--- src/rtl/mpq_pkg.sv ---
// ----------------------------------------------------------------------------
// mpq_pkg
// Shared types and constants of the periodic-extract minimum priority queue.
// ----------------------------------------------------------------------------
package mpq_pkg;

	localparam int unsigned CNT_W = 4;
	localparam logic [CNT_W-1:0] INTERVAL_RESET = 4'd3;

	// Control flags that travel alongside one read-data word of the scan.
	typedef struct packed {
		logic valid;
		logic first;
		logic last;
	} scan_ctl_t;

endpackage

--- src/rtl/mpq_ram.sv ---
// ----------------------------------------------------------------------------
// mpq_ram
// Generic single-write, single-read synchronous RAM with a registered read.
// ----------------------------------------------------------------------------
module mpq_ram #(
	parameter int unsigned WIDTH = 16,
	parameter int unsigned DEPTH = 64
) (
	input  logic                     clk,
	input  logic                     we,
	input  logic [$clog2(DEPTH)-1:0] waddr,
	input  logic [WIDTH-1:0]         wdata,
	input  logic                     re,
	input  logic [$clog2(DEPTH)-1:0] raddr,
	output logic [WIDTH-1:0]         rdata
);

	logic [WIDTH-1:0] mem [DEPTH];
	logic [WIDTH-1:0] rdata_q;

	always_ff @(posedge clk) begin
		if (we) begin
			mem[waddr] <= wdata;
		end
		if (re) begin
			rdata_q <= mem[raddr];
		end
	end

	assign rdata = rdata_q;

endmodule

--- src/rtl/mpq_min_scan.sv ---
// ----------------------------------------------------------------------------
// mpq_min_scan
// Running minimum over the words read back from the entry store, one word
// a cycle, keeping the index of the first smallest value and the last word.
// ----------------------------------------------------------------------------
module mpq_min_scan
	import mpq_pkg::*;
#(
	parameter int unsigned VALUE_WIDTH = 16,
	parameter int unsigned IDX_W       = 6
) (
	input  logic                   clk,
	input  scan_ctl_t              ctl,
	input  logic [IDX_W-1:0]       idx,
	input  logic [VALUE_WIDTH-1:0] rd_data,
	output logic [VALUE_WIDTH-1:0] best_val,
	output logic [IDX_W-1:0]       best_idx,
	output logic [VALUE_WIDTH-1:0] last_val
);

	logic [VALUE_WIDTH-1:0] best_val_q;
	logic [IDX_W-1:0]       best_idx_q;
	logic [VALUE_WIDTH-1:0] last_val_q;

	always_ff @(posedge clk) begin
		if (ctl.valid) begin
			// A strict compare keeps the earliest of equal minima.
			if (ctl.first || (rd_data < best_val_q)) begin
				best_val_q <= rd_data;
				best_idx_q <= idx;
			end
			if (ctl.last) begin
				last_val_q <= rd_data;
			end
		end
	end

	assign best_val = best_val_q;
	assign best_idx = best_idx_q;
	assign last_val = last_val_q;

endmodule

--- src/rtl/min_priority_queue_periodic_extract.sv ---
// ----------------------------------------------------------------------------
// min_priority_queue_periodic_extract
// Bounded minimum priority queue that removes its smallest value on every
// Nth add, with the values held in a single-port-read synchronous RAM.
// ----------------------------------------------------------------------------
// An item is taken when start is high and busy is low, and produces exactly
// one result, shown for a single cycle with done high; the receiver cannot
// stall it, so it must take the result in that cycle. An item that does not
// trigger a removal leaves busy low, so items may follow back to back. An
// item that triggers a removal holds busy high through a linear scan of the
// store over the n values held after the add, one RAM read a cycle, then a
// drain state that finishes the reads and a fix state that writes the last
// entry into the hole; its result is shown with done as busy falls. A write
// to the interval register is taken at any clock edge with cfg_wr_en high.
// ----------------------------------------------------------------------------
module min_priority_queue_periodic_extract
	import mpq_pkg::*;
#(
	parameter int unsigned DEPTH       = 64,
	parameter int unsigned VALUE_WIDTH = 16
) (
	input  logic                         clk,
	input  logic                         arst_n,
	input  logic                         cfg_wr_en,
	input  logic [CNT_W-1:0]             cfg_wr_data,
	input  logic                         start,
	input  logic [VALUE_WIDTH-1:0]       priority_req,
	output logic                         busy,
	output logic                         done,
	output logic                         admitted,
	output logic [VALUE_WIDTH-1:0]       admitted_priority,
	output logic                         accepted,
	output logic [$clog2(DEPTH+1)-1:0]   waiting
);

	localparam int unsigned IDX_W = $clog2(DEPTH);
	localparam int unsigned OCC_W = $clog2(DEPTH + 1);

	localparam logic [1:0] ST_IDLE  = 2'd0;
	localparam logic [1:0] ST_SCAN  = 2'd1;
	localparam logic [1:0] ST_DRAIN = 2'd2;
	localparam logic [1:0] ST_FIX   = 2'd3;

	logic [1:0]             state_q;
	logic [OCC_W-1:0]       occ_q;
	logic [OCC_W-1:0]       n_q;
	logic [CNT_W-1:0]       cnt_q;
	logic [CNT_W-1:0]       interval_q;
	logic [IDX_W-1:0]       rd_idx_q;
	logic                   acc_q;

	logic                   done_q;
	logic                   admitted_q;
	logic [VALUE_WIDTH-1:0] admitted_priority_q;
	logic                   accepted_q;
	logic [OCC_W-1:0]       waiting_q;

	scan_ctl_t              ctl_s1;
	logic [IDX_W-1:0]       idx_s1;

	logic                   take;
	logic                   full;
	logic [OCC_W-1:0]       occ_ins;
	logic [CNT_W-1:0]       cnt_next;
	logic                   fire;
	logic                   rd_last;

	logic                   ram_we;
	logic [IDX_W-1:0]       ram_waddr;
	logic [VALUE_WIDTH-1:0] ram_wdata;
	logic                   ram_re;
	logic [VALUE_WIDTH-1:0] ram_rdata;

	logic [VALUE_WIDTH-1:0] best_val;
	logic [IDX_W-1:0]       best_idx;
	logic [VALUE_WIDTH-1:0] last_val;

	assign take     = start && (state_q == ST_IDLE);
	assign full     = (occ_q == OCC_W'(DEPTH));
	assign occ_ins  = full ? occ_q : (occ_q + OCC_W'(1));
	assign cnt_next = cnt_q + CNT_W'(1);
	assign fire     = (cnt_next >= interval_q);
	assign rd_last  = (OCC_W'(rd_idx_q) == (n_q - OCC_W'(1)));

	// The store is written either by an add or by moving the last entry
	// into the hole left by the removed minimum; the two never coincide.
	always_comb begin
		ram_we    = 1'b0;
		ram_waddr = occ_q[IDX_W-1:0];
		ram_wdata = priority_req;
		if (take && !full) begin
			ram_we = 1'b1;
		end else if (state_q == ST_FIX) begin
			ram_we    = 1'b1;
			ram_waddr = best_idx;
			ram_wdata = last_val;
		end
	end

	assign ram_re = (state_q == ST_SCAN);

	mpq_ram #(
		.WIDTH (VALUE_WIDTH),
		.DEPTH (DEPTH)
	) u_store (
		.clk   (clk),
		.we    (ram_we),
		.waddr (ram_waddr),
		.wdata (ram_wdata),
		.re    (ram_re),
		.raddr (rd_idx_q),
		.rdata (ram_rdata)
	);

	mpq_min_scan #(
		.VALUE_WIDTH (VALUE_WIDTH),
		.IDX_W       (IDX_W)
	) u_scan (
		.clk      (clk),
		.ctl      (ctl_s1),
		.idx      (idx_s1),
		.rd_data  (ram_rdata),
		.best_val (best_val),
		.best_idx (best_idx),
		.last_val (last_val)
	);

	always_ff @(posedge clk or negedge arst_n) begin
		if (!arst_n) begin
			interval_q <= INTERVAL_RESET;
		end else if (cfg_wr_en) begin
			interval_q <= cfg_wr_data;
		end
	end

	always_ff @(posedge clk or negedge arst_n) begin
		if (!arst_n) begin
			state_q             <= ST_IDLE;
			occ_q               <= '0;
			n_q                 <= '0;
			cnt_q               <= '0;
			acc_q               <= 1'b0;
			done_q              <= 1'b0;
			admitted_q          <= 1'b0;
			admitted_priority_q <= '0;
			accepted_q          <= 1'b0;
			waiting_q           <= '0;
			ctl_s1              <= '0;
			idx_s1              <= '0;
			rd_idx_q            <= '0;
		end else begin
			unique case (state_q)
				ST_IDLE: begin
					ctl_s1 <= '0;
					if (take) begin
						occ_q <= occ_ins;
						acc_q <= !full;
						if (fire && (occ_ins != '0)) begin
							cnt_q    <= '0;
							n_q      <= occ_ins;
							rd_idx_q <= '0;
							done_q   <= 1'b0;
							state_q  <= ST_SCAN;
						end else begin
							cnt_q               <= fire ? '0 : cnt_next;
							done_q              <= 1'b1;
							admitted_q          <= 1'b0;
							admitted_priority_q <= '0;
							accepted_q          <= !full;
							waiting_q           <= occ_ins;
						end
					end else begin
						done_q <= 1'b0;
					end
				end
				ST_SCAN: begin
					done_q       <= 1'b0;
					ctl_s1.valid <= 1'b1;
					ctl_s1.first <= (rd_idx_q == '0);
					ctl_s1.last  <= rd_last;
					idx_s1       <= rd_idx_q;
					rd_idx_q     <= rd_idx_q + IDX_W'(1);
					if (rd_last) begin
						state_q <= ST_DRAIN;
					end
				end
				ST_DRAIN: begin
					done_q  <= 1'b0;
					ctl_s1  <= '0;
					state_q <= ST_FIX;
				end
				ST_FIX: begin
					ctl_s1              <= '0;
					occ_q               <= n_q - OCC_W'(1);
					done_q              <= 1'b1;
					admitted_q          <= 1'b1;
					admitted_priority_q <= best_val;
					accepted_q          <= acc_q;
					waiting_q           <= n_q - OCC_W'(1);
					state_q             <= ST_IDLE;
				end
				default: begin
					done_q  <= 1'b0;
					ctl_s1  <= '0;
					state_q <= ST_IDLE;
				end
			endcase
		end
	end

	assign busy              = (state_q != ST_IDLE);
	assign done              = done_q;
	assign admitted          = admitted_q;
	assign admitted_priority = admitted_priority_q;
	assign accepted          = accepted_q;
	assign waiting           = waiting_q;

endmodule
--- config.mk ---
export PLATFORM = sky130hd
export DESIGN_NAME = min_priority_queue_periodic_extract
export DESIGN_NICKNAME = d
export VERILOG_FILES = /design/src/rtl/mpq_pkg.sv /design/src/rtl/mpq_ram.sv /design/src/rtl/mpq_min_scan.sv /design/src/rtl/min_priority_queue_periodic_extract.sv
export SDC_FILE = /design/constraint.sdc
export NUM_CORES = 1
export LEC_CHECK = 0
export ABC_AREA = 0
export BUFFER_PORTS_ARGS = -buffer_cell sky130_fd_sc_hd__buf_2
export CAP_MARGIN = 20
export CORE_ASPECT_RATIO = 1.2
export CORE_UTILIZATION = 45
export DETAILED_ROUTE_END_ITERATION = 10
export PLACE_DENSITY = 0.7
export SYNTH_ARGS = -nofsm -noshare
export SYNTH_HDL_FRONTEND = slang
export SYNTH_SLANG_ARGS = --single-unit
--- constraint.sdc ---
create_clock -name clk -period 3.1 [get_ports clk]
set_input_delay 0.465 -clock clk [delete_from_list [all_inputs] [get_ports clk]]
set_output_delay 0.465 -clock clk [all_outputs]
set_load 0.01 [all_outputs]
* After elaboration in Yosys (flattened, before gate mapping) *
Memories as Yosys holds them, arrays and structs flattened. A register that Yosys moved wholly into a read port is not among the register bits.
Index checks and enable logic that the tools add are counted.

word-level totals
  register bits after elaboration = 104
  bits in latches = 0
  memory bits (writable) = 1024
  ROM bits = 0
  memories kept = 1

memory list
  name         depth  bits a word  rd ports  clocked after memory_dff  wr ports  line           source
  u_store.mem  64     16           1         1                         1         mpq_ram.sv:18  logic [WIDTH-1:0] mem [DEPTH];

cells by class
  $add $sub $neg = 4
  $mul = 0
  div/mod/pow operators = 0
  $lt $le $gt $ge = 2
  eq/ne operators = 9
  shifts and indexed selects = 0
  muxes and demuxes = 36
  bitwise operators = 0
  reduce and logical (&&, ||, !) cells = 21

operators with widths
  cell                 count
  $mux 16              4
  $pmux 16 s2          1
  $mux 7               4
  $pmux 7 s2           2
  $mux 6               4
  $lt 16x16->1         1
  $pmux 6 s2           1
  $reduce_and 3->1     4
  $mux 1               10
  $mux 4               2
  $pmux 2 s4           1
  $reduce_and 2->1     4
  $add 7x1->7 const B  1
  $eq 6x7->1           1
  $eq 7x7->1 const B   1
  $reduce_bool 7->1    1
  $sub 7x1->7 const B  1
  $add 6x1->6 const B  1
  $logic_not 6->1      1
  $mux 2               3
  $ne 2x2->1 const B   3
  $pmux 3 s2           1
  $reduce_bool 2->1    3
  $add 4x1->4 const B  1
  other kinds (12)     16

* Longest topological paths before layout *
Gate-level depths: netlist of run 1.

  depth in word-level cells = 7
  gate-level depth with buffers = 11
  depth with buffers taken out = 9

* By module *
Synthesis of run 1 repeated with hierarchy kept, for this count alone.

second synthesis, totals
  cell total of the unflattened synthesis = 2281
  area total of the unflattened synthesis = 45509.9 µm²

modules (own cells, without submodules)
  module                               times used  cells each  area an instance (µm²)  sequential area each (µm²)
  mpq_ram                              1           1829        40202.3                 31230.0
  min_priority_queue_periodic_extract  1           359         3764.9                  1654.1
  mpq_min_scan                         1           93          1542.7                  1141.1

* Worst setup path after synthesis of run 1 *
No wires, ideal clock.

  path kind = reg-to-reg
  from = register occ_q[0]
  to = memory u_store.mem[42][0] (enable)
  arrival time = 2869 ps
  setup slack = -157 ps
  cell stages (with the launch flop) = 11
  buffers on the path = 1
  cell sequence = dfrtp_1 -> inv_1 -> ha_1 -> and4bb_1 -> a21o_1 -> and2_1 -> buf_2 -> mux2i_1 -> nor2b_1 -> nand2_1 -> nor2_1

on the way
  word-level cells in the longest chain between the ends = 6

ends and longest elaborated chain
  item                          line                                        source
  start: declaration            min_priority_queue_periodic_extract.sv:45   logic [OCC_W-1:0] occ_q;
  start signal: assignment      min_priority_queue_periodic_extract.sv:156  occ_q <= occ_ins;
  start signal: assignment      min_priority_queue_periodic_extract.sv:194  occ_q <= n_q - OCC_W'(1);
  $eq 7x7->1                    min_priority_queue_periodic_extract.sv:79   assign full = (occ_q == OCC_W'(DEPTH));
  $logic_not 1->1               min_priority_queue_periodic_extract.sv:91   if (take && !full) begin
  $logic_and 1x1->1             min_priority_queue_periodic_extract.sv:91
  $mux 1                        min_priority_queue_periodic_extract.sv:91
  $mux 1                        mpq_ram.sv:22                               if (we) begin
  $mux 1 (not written as such)  mpq_ram.sv:23                               mem[waddr] <= wdata;
  end: declaration              mpq_ram.sv:18

Several ways; a longest one is shown, not always the timed one.

* Worst setup path in the final report of run 1 *
  from = register state_q[1]
  to = memory u_store.mem[17][6] (enable)

on the way
  word-level cells in the longest chain between the ends = 6

ends and longest elaborated chain
  item                          line                                        source
  start: declaration            min_priority_queue_periodic_extract.sv:44   logic [1:0] state_q;
  start signal: assignment      min_priority_queue_periodic_extract.sv:138  state_q <= ST_IDLE;
  start signal: assignment      min_priority_queue_periodic_extract.sv:163  state_q <= ST_SCAN;
  start signal: assignment      min_priority_queue_periodic_extract.sv:184  state_q <= ST_DRAIN;
  $logic_not 2->1               min_priority_queue_periodic_extract.sv:78   assign take = start && (state_q == ST_IDLE);
  $logic_and 1x1->1             min_priority_queue_periodic_extract.sv:78
  $logic_and 1x1->1             min_priority_queue_periodic_extract.sv:91
  $mux 1                        min_priority_queue_periodic_extract.sv:91
  $mux 1                        mpq_ram.sv:22
  $mux 1 (not written as such)  mpq_ram.sv:23

Several ways; a longest one is shown, not always the timed one.

==> reports/results.tsv, run 1 <==
stage	metric	value	unit
timing	fin_ws	0.101	ns
layout	mostFrequentLayoutCells	1078 x edfxtp_1, 328 x mux4_2, 103 x clkbuf_16, 98 x buf_12, 74 x nor2_1	
synthesis	synth_top_cell_by_area	edfxtp_1	
run_status	outcome	completed	
timing	post-route-period-util	96.7	%
layout	final_common_cell	edfxtp_1	
die	core	98500	um2
placed_design	dp_cells	3422	
die	initial_core_util	45.5	%
drt	wire_per_inst	27.5	um
timing	tns	0	ns
timing	hold_violations	0	
global_route	antenna_found_initial	1	
placed_design	dpl_worst_slack	-0.0756	ns
global_route	met1_usage	26.9	%
layout	nNetsFinal	2303	
synthesis	synth_compound_area_share	1.66	%
worst_setup_path	crit_chain	inv_1 > ha_1 > nand2_1 > a21o_1 > and2_2 > or3_1 > o31ai_1 > nand2_1 > buf_4 > nor2_1 > buf_12	
clock_tree	clock_tree.root_cell	clkbuf_16	
synthesis	yosys_warnings	0	
synthesis	synth_area_leaders	edfxtp_1 72%, mux4_2 16%, dfrtp_1 3.6%	
worst_setup_path	crit_path_max_fanout	16	
synthesis	muxShareOfSynthArea	17.5	%
synthesis	avgSynthCellArea	22.1	um2
die	fp.dieH	348	um
drt	antenna_left	0	
timing	tightest_slew	0.812	ns
worst_setup_path	timing_worst_setup_path_type	reg -> reg	
timing	fin_crit	3.00	ns
worst_setup_path	critPathMaxStageDelay	0.42	ns
synthesis	synth-edff-count	1078	
clock_tree	cts.sinks	1144	
worst_setup_path	startpoint_type	flop	
worst_setup_path	cp.arrival	3.36	ns
drt	viasPerCell	5.86	
drt	wl	99200	um
synthesis	synth_simple_gate_area_share	2.25	%
clock_tree	cts_setup_buffers	0	
layout	register_area	34000	um2
layout	antenna_cells	0	
timing	slew_viol_final	0	
synthesis	synth-seq-cells	1144	
synthesis	synthCells	2034	
clock_tree	tritoncts	yes	
placed_design	gp_congestion	0.871	
worst_setup_path	cp_data_required_time	3.46	ns
layout	fill_cells	7259	
clock_tree	htree_levels	3	
synthesis	synth.yosys.seq_area_share	75.9	%
synthesis	synthAdderAreaFrac	0.837	%
worst_hold_path	hp-class	in -> reg	
layout	utilization	52.8	%
synthesis	syn-cell-area	44900	um2
timing	relSlewSlack	45.9	%
synthesis	synth_top_family_by_area	multiplexers	
global_route	grt_first_pass_wirelength	147000	um
power	totalPowerFinal	29.9	mW
layout	area_growth	16.0	%
timing	maxClockFrequency	333	MHz
job	cap_violations	0	
placed_design	numPortBuffers	50	
worst_setup_path	critPathCaptureType	flop	
layout	drive_gt1_share	31.9	%
worst_setup_path	critPathSlowestCell	dfrtp_1	
synthesis	synth_fp_nets	2088	
worst_setup_path	crit_top_cell	nand2_1	
global_route	grt-busiest-layer	met2	
synthesis	synth_top_area_share	72.2	%
synthesis	yosys.area_share.xor_xnor	0.410	%
drt	drt_iter0_drc	2046	
global_route	grt-ovfl-total	0	
global_route	grt_start_max_net_pins	65	
power	ir_drop	0.000387	V
global_route	met3_usage	2.83	%
synthesis	synth_ff_type	edfxtp_1	
power	power.density	575	nW/um2
clock_tree	cts.reportedPaths.clkPinSlew	0.06	ns
timing	fin_worst_skew	0.0195	ns
clock_tree	clock_latency	0.67	ns
timing	setup-violations-final	0	
die	dieArea	101000	um2
synthesis	async_flop_share	5.77	%
die	dieWidth	290	um
clock_tree	clockBufferDepth	3	
layout	multiInputGateArea	10300	um2
drt	firstDrtPassIters	5	
clock_tree	cts_made_buffers	101	
drt	remaining_drc_errors	0	
synthesis	ys_types	57	
placed_design	dp_hpwl	63000	um
global_route	grt_pass1_vias	21653	
layout	fin_cells	3611	
drt	vias	21149	
global_route	met2_usage	33.6	%
timing	rsz0062_at_grt	true	
die	ios	51	
global_route	grtUsageTotal	19.9	%
power	p_leak	17.0	nW
die	fp-row-count	126	
registers in the layout (all words and copies together), names as in the netlist, 2 cells and up:
register / cells
idx_s1: 6
waiting: 7
u_scan.last_val: 16
admitted_priority: 16
cnt_q: 4
occ_q: 7
state_q: 2
rd_idx_q: 6
interval_q: 4
u_store.rdata: 16
u_store.mem: 1024
u_scan.best_idx: 6
ctl_s1: 3
u_scan.best_val: 16
n_q: 7
where the power goes:
| part | internal (mW) | leakage [nW] | switching [mW] |
|---|---|---|---|
| sequential | 16.9 | 10.6 | 0.00324 |
| clock | 7.28 | 1.62 | 5.39 |
| combinational | 0.0786 | 4.78 | 0.307 |
| total | 24.2 | 17.0 | 5.70 |
what timing repair did:
item / 4_1_cts / 5_1_grt
endpoints found under the setup margin: 122 / 731
resized for setup: 1 / 17
pin swaps: 0 / 1
hold buffers: 4 / 0
endpoints found under the hold margin: 31 / 0
cells by family after synthesis:
| group | count (synthesis) |
|---|---|
| AOI/OAI and AO/OA | 108 |
| xor gates and xnor gates | 21 |
| adders and majority gates | 30 |
| buffers and inverters | 131 |
| DFF | 1144 |
| muxes | 371 |
| and+or+nand+nor | 229 |
synthesized netlist by cell type (18+ instances only):
cell type	number
a21oi_1	18
dfrtp_1	64
a22o_1	21
nand2_1	88
clkbuf_1	42
edfxtp_1	1078
inv_1	33
mux4_2	328
nor2_1	89
buf_2	29
o21ai_0	24
ha_1	30
worst paths after layout:
| path | cells past startpoint | start | slack [ns] | endpoint |
|---|---|---|---|---|
| max | 11 | state_q[1] | 0.10 | u_store.mem[17][6] |
| min | 3 | cfg_wr_data[1] | 0.04 | interval_q[1] |
| max reg2reg | 11 | state_q[1] | 0.10 | u_store.mem[17][6] |
| min reg2reg | 0 | idx_s1[4] | 0.45 | u_scan.best_idx[4] |
| max in group asynchronous | 3 | arst_n | 1.96 | interval_q[0] |
| min in group asynchronous | 2 | arst_n | 0.41 | n_q[3] |
metrics by stage:
step / hold slack (ns) / instance area, um2
final: 0.0449 / 52000
after detailed placement: 0.432 / 48600
after CTS: 0.0114 / 52000
after global placement: 0.429 / 48600
after floorplan: 0.169 / 44900
after global routing: 0.0524 / 52000
metal layers:
| layer | routed length, um | up-vias |
|---|---|---|
| li1 | - | 8884 |
| met1 | 40100 | 11340 |
| met2 | 50500 | 782 |
| met3 | 5710 | 143 |
| met4 | 2820 | 0 |
| met5 | 0 | - |
worst max-delay path, delay by kind of cell (launching register included):
family / cells / cell delay, ns
buffers and inverters: 3 / 0.55
DFF: 1 / 0.42
adders and majority gates: 1 / 0.19
and+or+nand+nor: 5 / 1.20
AOI/OAI and AO/OA: 2 / 0.33
layout make-up:
| type | instances | area share [%] |
|---|---|---|
| Tap cell | 1280 | 3.08 |
| Multi-Input combinational cell | 759 | 19.7 |
| Inverter | 34 | 0.245 |
| Clock buffer | 129 | 5.16 |
| Timing Repair Buffer | 209 | 5.15 |
| Sequential cell | 1144 | 65.4 |
| Clock inverter | 56 | 1.23 |
Power figures use the tool's default switching activity.
==> run 2, diff against run 1 <==
--- a/config.mk
+++ b/config.mk
@@ -5,7 +5,7 @@
 export SDC_FILE = /design/constraint.sdc
 export NUM_CORES = 1
 export LEC_CHECK = 0
-export ABC_AREA = 0
+export ABC_AREA = 1
 export BUFFER_PORTS_ARGS = -buffer_cell sky130_fd_sc_hd__buf_2
 export CAP_MARGIN = 20
 export CORE_ASPECT_RATIO = 1.2
==> run 2 against run 1 <==
Compared with the run above:
- core utilization down 1.1 points
- worst hold slack worse by 0.0059 ns
- largest power group unchanged
- clock power up 4%
- wire length up 27%
- critical path type unchanged
- power up 48%
==> reports/results.tsv, run 2 <==
stage	metric	value	unit	change
run_status	outcome	completed		
layout	mostFrequentLayoutCells	1078 x edfxtp_1, 683 x nor2_1, 559 x o21ai_0, 336 x nand2_1, 174 x nand3_1		
drt	drt_iter0_drc	4019		+96%
synthesis	synth_area_leaders	edfxtp_1 70%, o21ai_0 6.1%, nor2_1 5.6%		
synthesis	synth.most_common_cell	edfxtp_1		
die	ios	51		unchanged
die	fp-row-count	128		+1.6%
worst_setup_path	rrSetupSlack	0.15	ns	+0.05 ns
die	core	102000	um2	+3.0%
timing	holdWs	0.0390	ns	-0.00595 ns
clock_tree	clock_latency	0.70	ns	+0.03 ns
synthesis	synthTopCellsByCount	1078 x edfxtp_1, 685 x nor2_1, 559 x o21ai_0		
drt	viasPerCell	5.85		-0.17%
timing	rsz0062_at_grt	true		
global_route	grt_start_max_net_pins	113		+74%
synthesis	synthCells	3639		+79%
layout	area_growth	14.0	%	
worst_hold_path	hold_end	interval_q[1]		
layout	drive_gt1_share	11.9	%	-20 points
synthesis	syn-cell-area	46100	um2	+2.8%
worst_hold_path	hold_depth	2		-1
synthesis	synth_top_cell_by_area	edfxtp_1		
clock_tree	htree_levels	3		unchanged
placed_design	dpl-instance-area	48900	um2	+0.56%
worst_hold_path	hold_start	cfg_wr_en		
timing	maxClockFrequency	339	MHz	+1.7%
timing	hold_violations	0		unchanged
worst_setup_path	cp.arrival	3.33	ns	-0.03 ns
timing	tightest_slew	0.925	ns	+0.113 ns
worst_setup_path	startpoint_type	flop		
timing	setup-violations-final	0		unchanged
drt	remaining_drc_errors	0		unchanged
power	power.density	843	nW/um2	+47%
placed_design	dp_hpwl	74200	um	+18%
timing	fin_worst_skew	0.0288	ns	+0.00936 ns
worst_setup_path	reg2reg_depth	15		+4
layout	utilization	51.8	%	-1.1 points
synthesis	synth_ff_type	edfxtp_1		
die	dieWidth	294	um	+1.4%
worst_setup_path	cp_data_required_time	3.48	ns	+0.02 ns
power	p_leak	17.9	nW	+5.3%
worst_setup_path	critPathCaptureType	flop		
worst_setup_path	timing_worst_setup_path_type	reg -> reg		
drt	wl	126000	um	+27%
synthesis	synth-edff-count	1078		unchanged
layout	nNetsFinal	3799		+65%
drt	vias	30399		+44%
placed_design	gp_congestion	0.944		+8.5%
worst_setup_path	crit_path_max_fanout	18		+2
global_route	grtUsageTotal	23.9	%	+4.0 points
global_route	grt-ovfl-total	0		unchanged
job	cap_violations	0		unchanged
drt	firstDrtPassIters	5		unchanged
clock_tree	cts.reportedPaths.clkPinSlew	0.07	ns	about the same
timing	slew_viol_final	0		unchanged
layout	regMostFlops	u_store.mem		
worst_setup_path	crit_chain	inv_1 > ha_1 > nand2_1 > inv_1 > nand3_4 > nand2_4 > nand2_4 > nand2_1 > o21ai_4 > buf_12 > inv_2 > nand4_4 > buf_4 > nor2_1 > buf_4		
timing	fin_ws	0.151	ns	+0.0504 ns
synthesis	yosys_warnings	0		unchanged
synthesis	synth_fp_nets	3693		+77%
layout	final_common_cell	edfxtp_1		
worst_setup_path	critPathMaxStageDelay	0.42	ns	about the same
clock_tree	clock_tree.root_cell	clkbuf_16		
timing	relSlewSlack	38.3	%	-7.5 points
die	dieArea	104000	um2	+2.8%
die	initial_core_util	45.4	%	-0.12 points
clock_tree	cts_made_buffers	103		+2.0%
worst_hold_path	hp-class	in -> reg		
drt	antenna_left	0		unchanged
synthesis	synth.yosys.seq_area_share	73.8	%	-2.1 points
synthesis	synth-seq-cells	1144		unchanged
power	ir_drop	0.000495	V	+28%
drt	wire_per_inst	24.1	um	-12%
synthesis	ys_types	40		-30%
global_route	antenna_found_initial	0		-1
power	totalPowerFinal	44.3	mW	+48%
global_route	grt_first_pass_wirelength	184000	um	+25%
global_route	grt_pass1_vias	28913		+34%
layout	antenna_cells	0		unchanged
worst_setup_path	r2r-end	u_store.mem[4][0]		
die	fp.dieH	353	um	+1.4%
layout	largest_register_ff_count	1024		unchanged
clock_tree	cts.sinks	1144		unchanged
worst_setup_path	worstReg2RegStart	occ_q[0]		
clock_tree	clockBufferDepth	3		unchanged
clock_tree	tritoncts	yes		
layout	fin_area	52500	um2	+0.96%
placed_design	numPortBuffers	50		unchanged
synthesis	synth_top_area_share	70.2	%	-2.0 points
synthesis	async_flop_share	5.77	%	unchanged
timing	post-route-period-util	95.1	%	-1.6 points
synthesis	avgSynthCellArea	12.7	um2	-43%
worst_setup_path	critPathSlowestCell	dfrtp_1		
timing	fin_crit	2.95	ns	-0.0504 ns
placed_design	dpl_worst_slack	0.128	ns	+0.203 ns
-- run 2: cell count changes in the layout (fill, tap and decap cells not counted), sizes merged, moves of 24 or more --
cell,delta
a21oi,+32
buf,+24
inv,+36
mux4,-328
nand2,+252
nand3,+164
nand4,+37
nor2,+599
o211ai,+121
o21ai,+534
o22ai,+125
-- run 2: repair_timing --
item | 4_1_cts | 5_1_grt
endpoints found under the hold margin | 37 | 0
endpoints found under the setup margin | 0 | 423
resized for setup | 0 | 6
hold buffers | 3 | 0
setup buffers | 0 | 7
-- run 2: report_power, final --
part / total, mW / switching [mW] / internal [mW]
combinational: 11.8 / 8.54 / 3.23
sequential: 19.3 / 0.509 / 18.8
clock: 13.2 / 5.68 / 7.55
total: 44.3 / 14.7 / 29.6
-- run 2: how the worst max path moves through the flow --
| stage | end | start | slack [ns] | cells past startpoint |
|---|---|---|---|---|
| 3_5_place_dp | u_store.mem[39][15] | occ_q[0] | 0.13 | 11 |
| 3_3_place_gp | u_store.mem[59][4] | occ_q[0] | 0.18 | 11 |
| 2_1_floorplan | u_store.mem[15][0] | state_q[0] | 0.11 | 10 |
| 6_report | u_store.mem[4][0] | occ_q[0] | 0.15 | 15 |
| 5_1_grt | u_store.mem[12][3] | occ_q[0] | -0.009 | 15 |
| 4_1_cts | u_store.mem[50][10] | occ_q[0] | 0.11 | 13 |
-- run 2: logic make-up (layout without fill, tap and decap cells) --
family	Yosys count	after routing	synth area share, %
muxes	19	19	0.464
xor gates and xnor gates	11	11	0.239
adders and majority gates	30	30	0.814
buffers and inverters	304	499	2.68
and+or+nand+nor	1257	1257	11.3
AOI/OAI and AO/OA	874	874	10.6
DFF	1144	1144	73.8
-- run 2: worst max-delay path, delay by kind of cell, from the launching register on --
kind            cells  cell delay, ns
buf+inv             6            1.11
compound gates      1            0.08
flops               1            0.42
fa+ha+maj           1            0.15
simple gates        7            0.86
-- run 2: final cells by class --
class / count / area (um2)
clock buffer: 121 / 2760
clock inverter: 73 / 747
fill: 8365 / 49000
inverter: 73 / 284
multi-input combinational: 2191 / 10900
sequential: 1144 / 34000
tap: 1365 / 1710
timing repair buffer: 232 / 2150
-- run 2: through the flow --
step | TNS, ns | cells
detailed placement | 0 | 4995
CTS | 0 | 5192
global placement | 0 | 4995
global route | -0.0941 | 5199
finish | 0 | 5199
floorplan | 0 | 3639
-- run 2: layer usage --
metal  global-route usage, %  vias to the layer above  wire length [um]  part of all wire (%)
met5                       0                        -                 0                     0
met3                    4.15                      279             11300                   9.0
met1                    31.3                    14923             48100                    38
met2                    38.3                     1684             59400                    47
li1                        -                    13513                 -                     -
met4                    12.2                        0              6660                   5.3
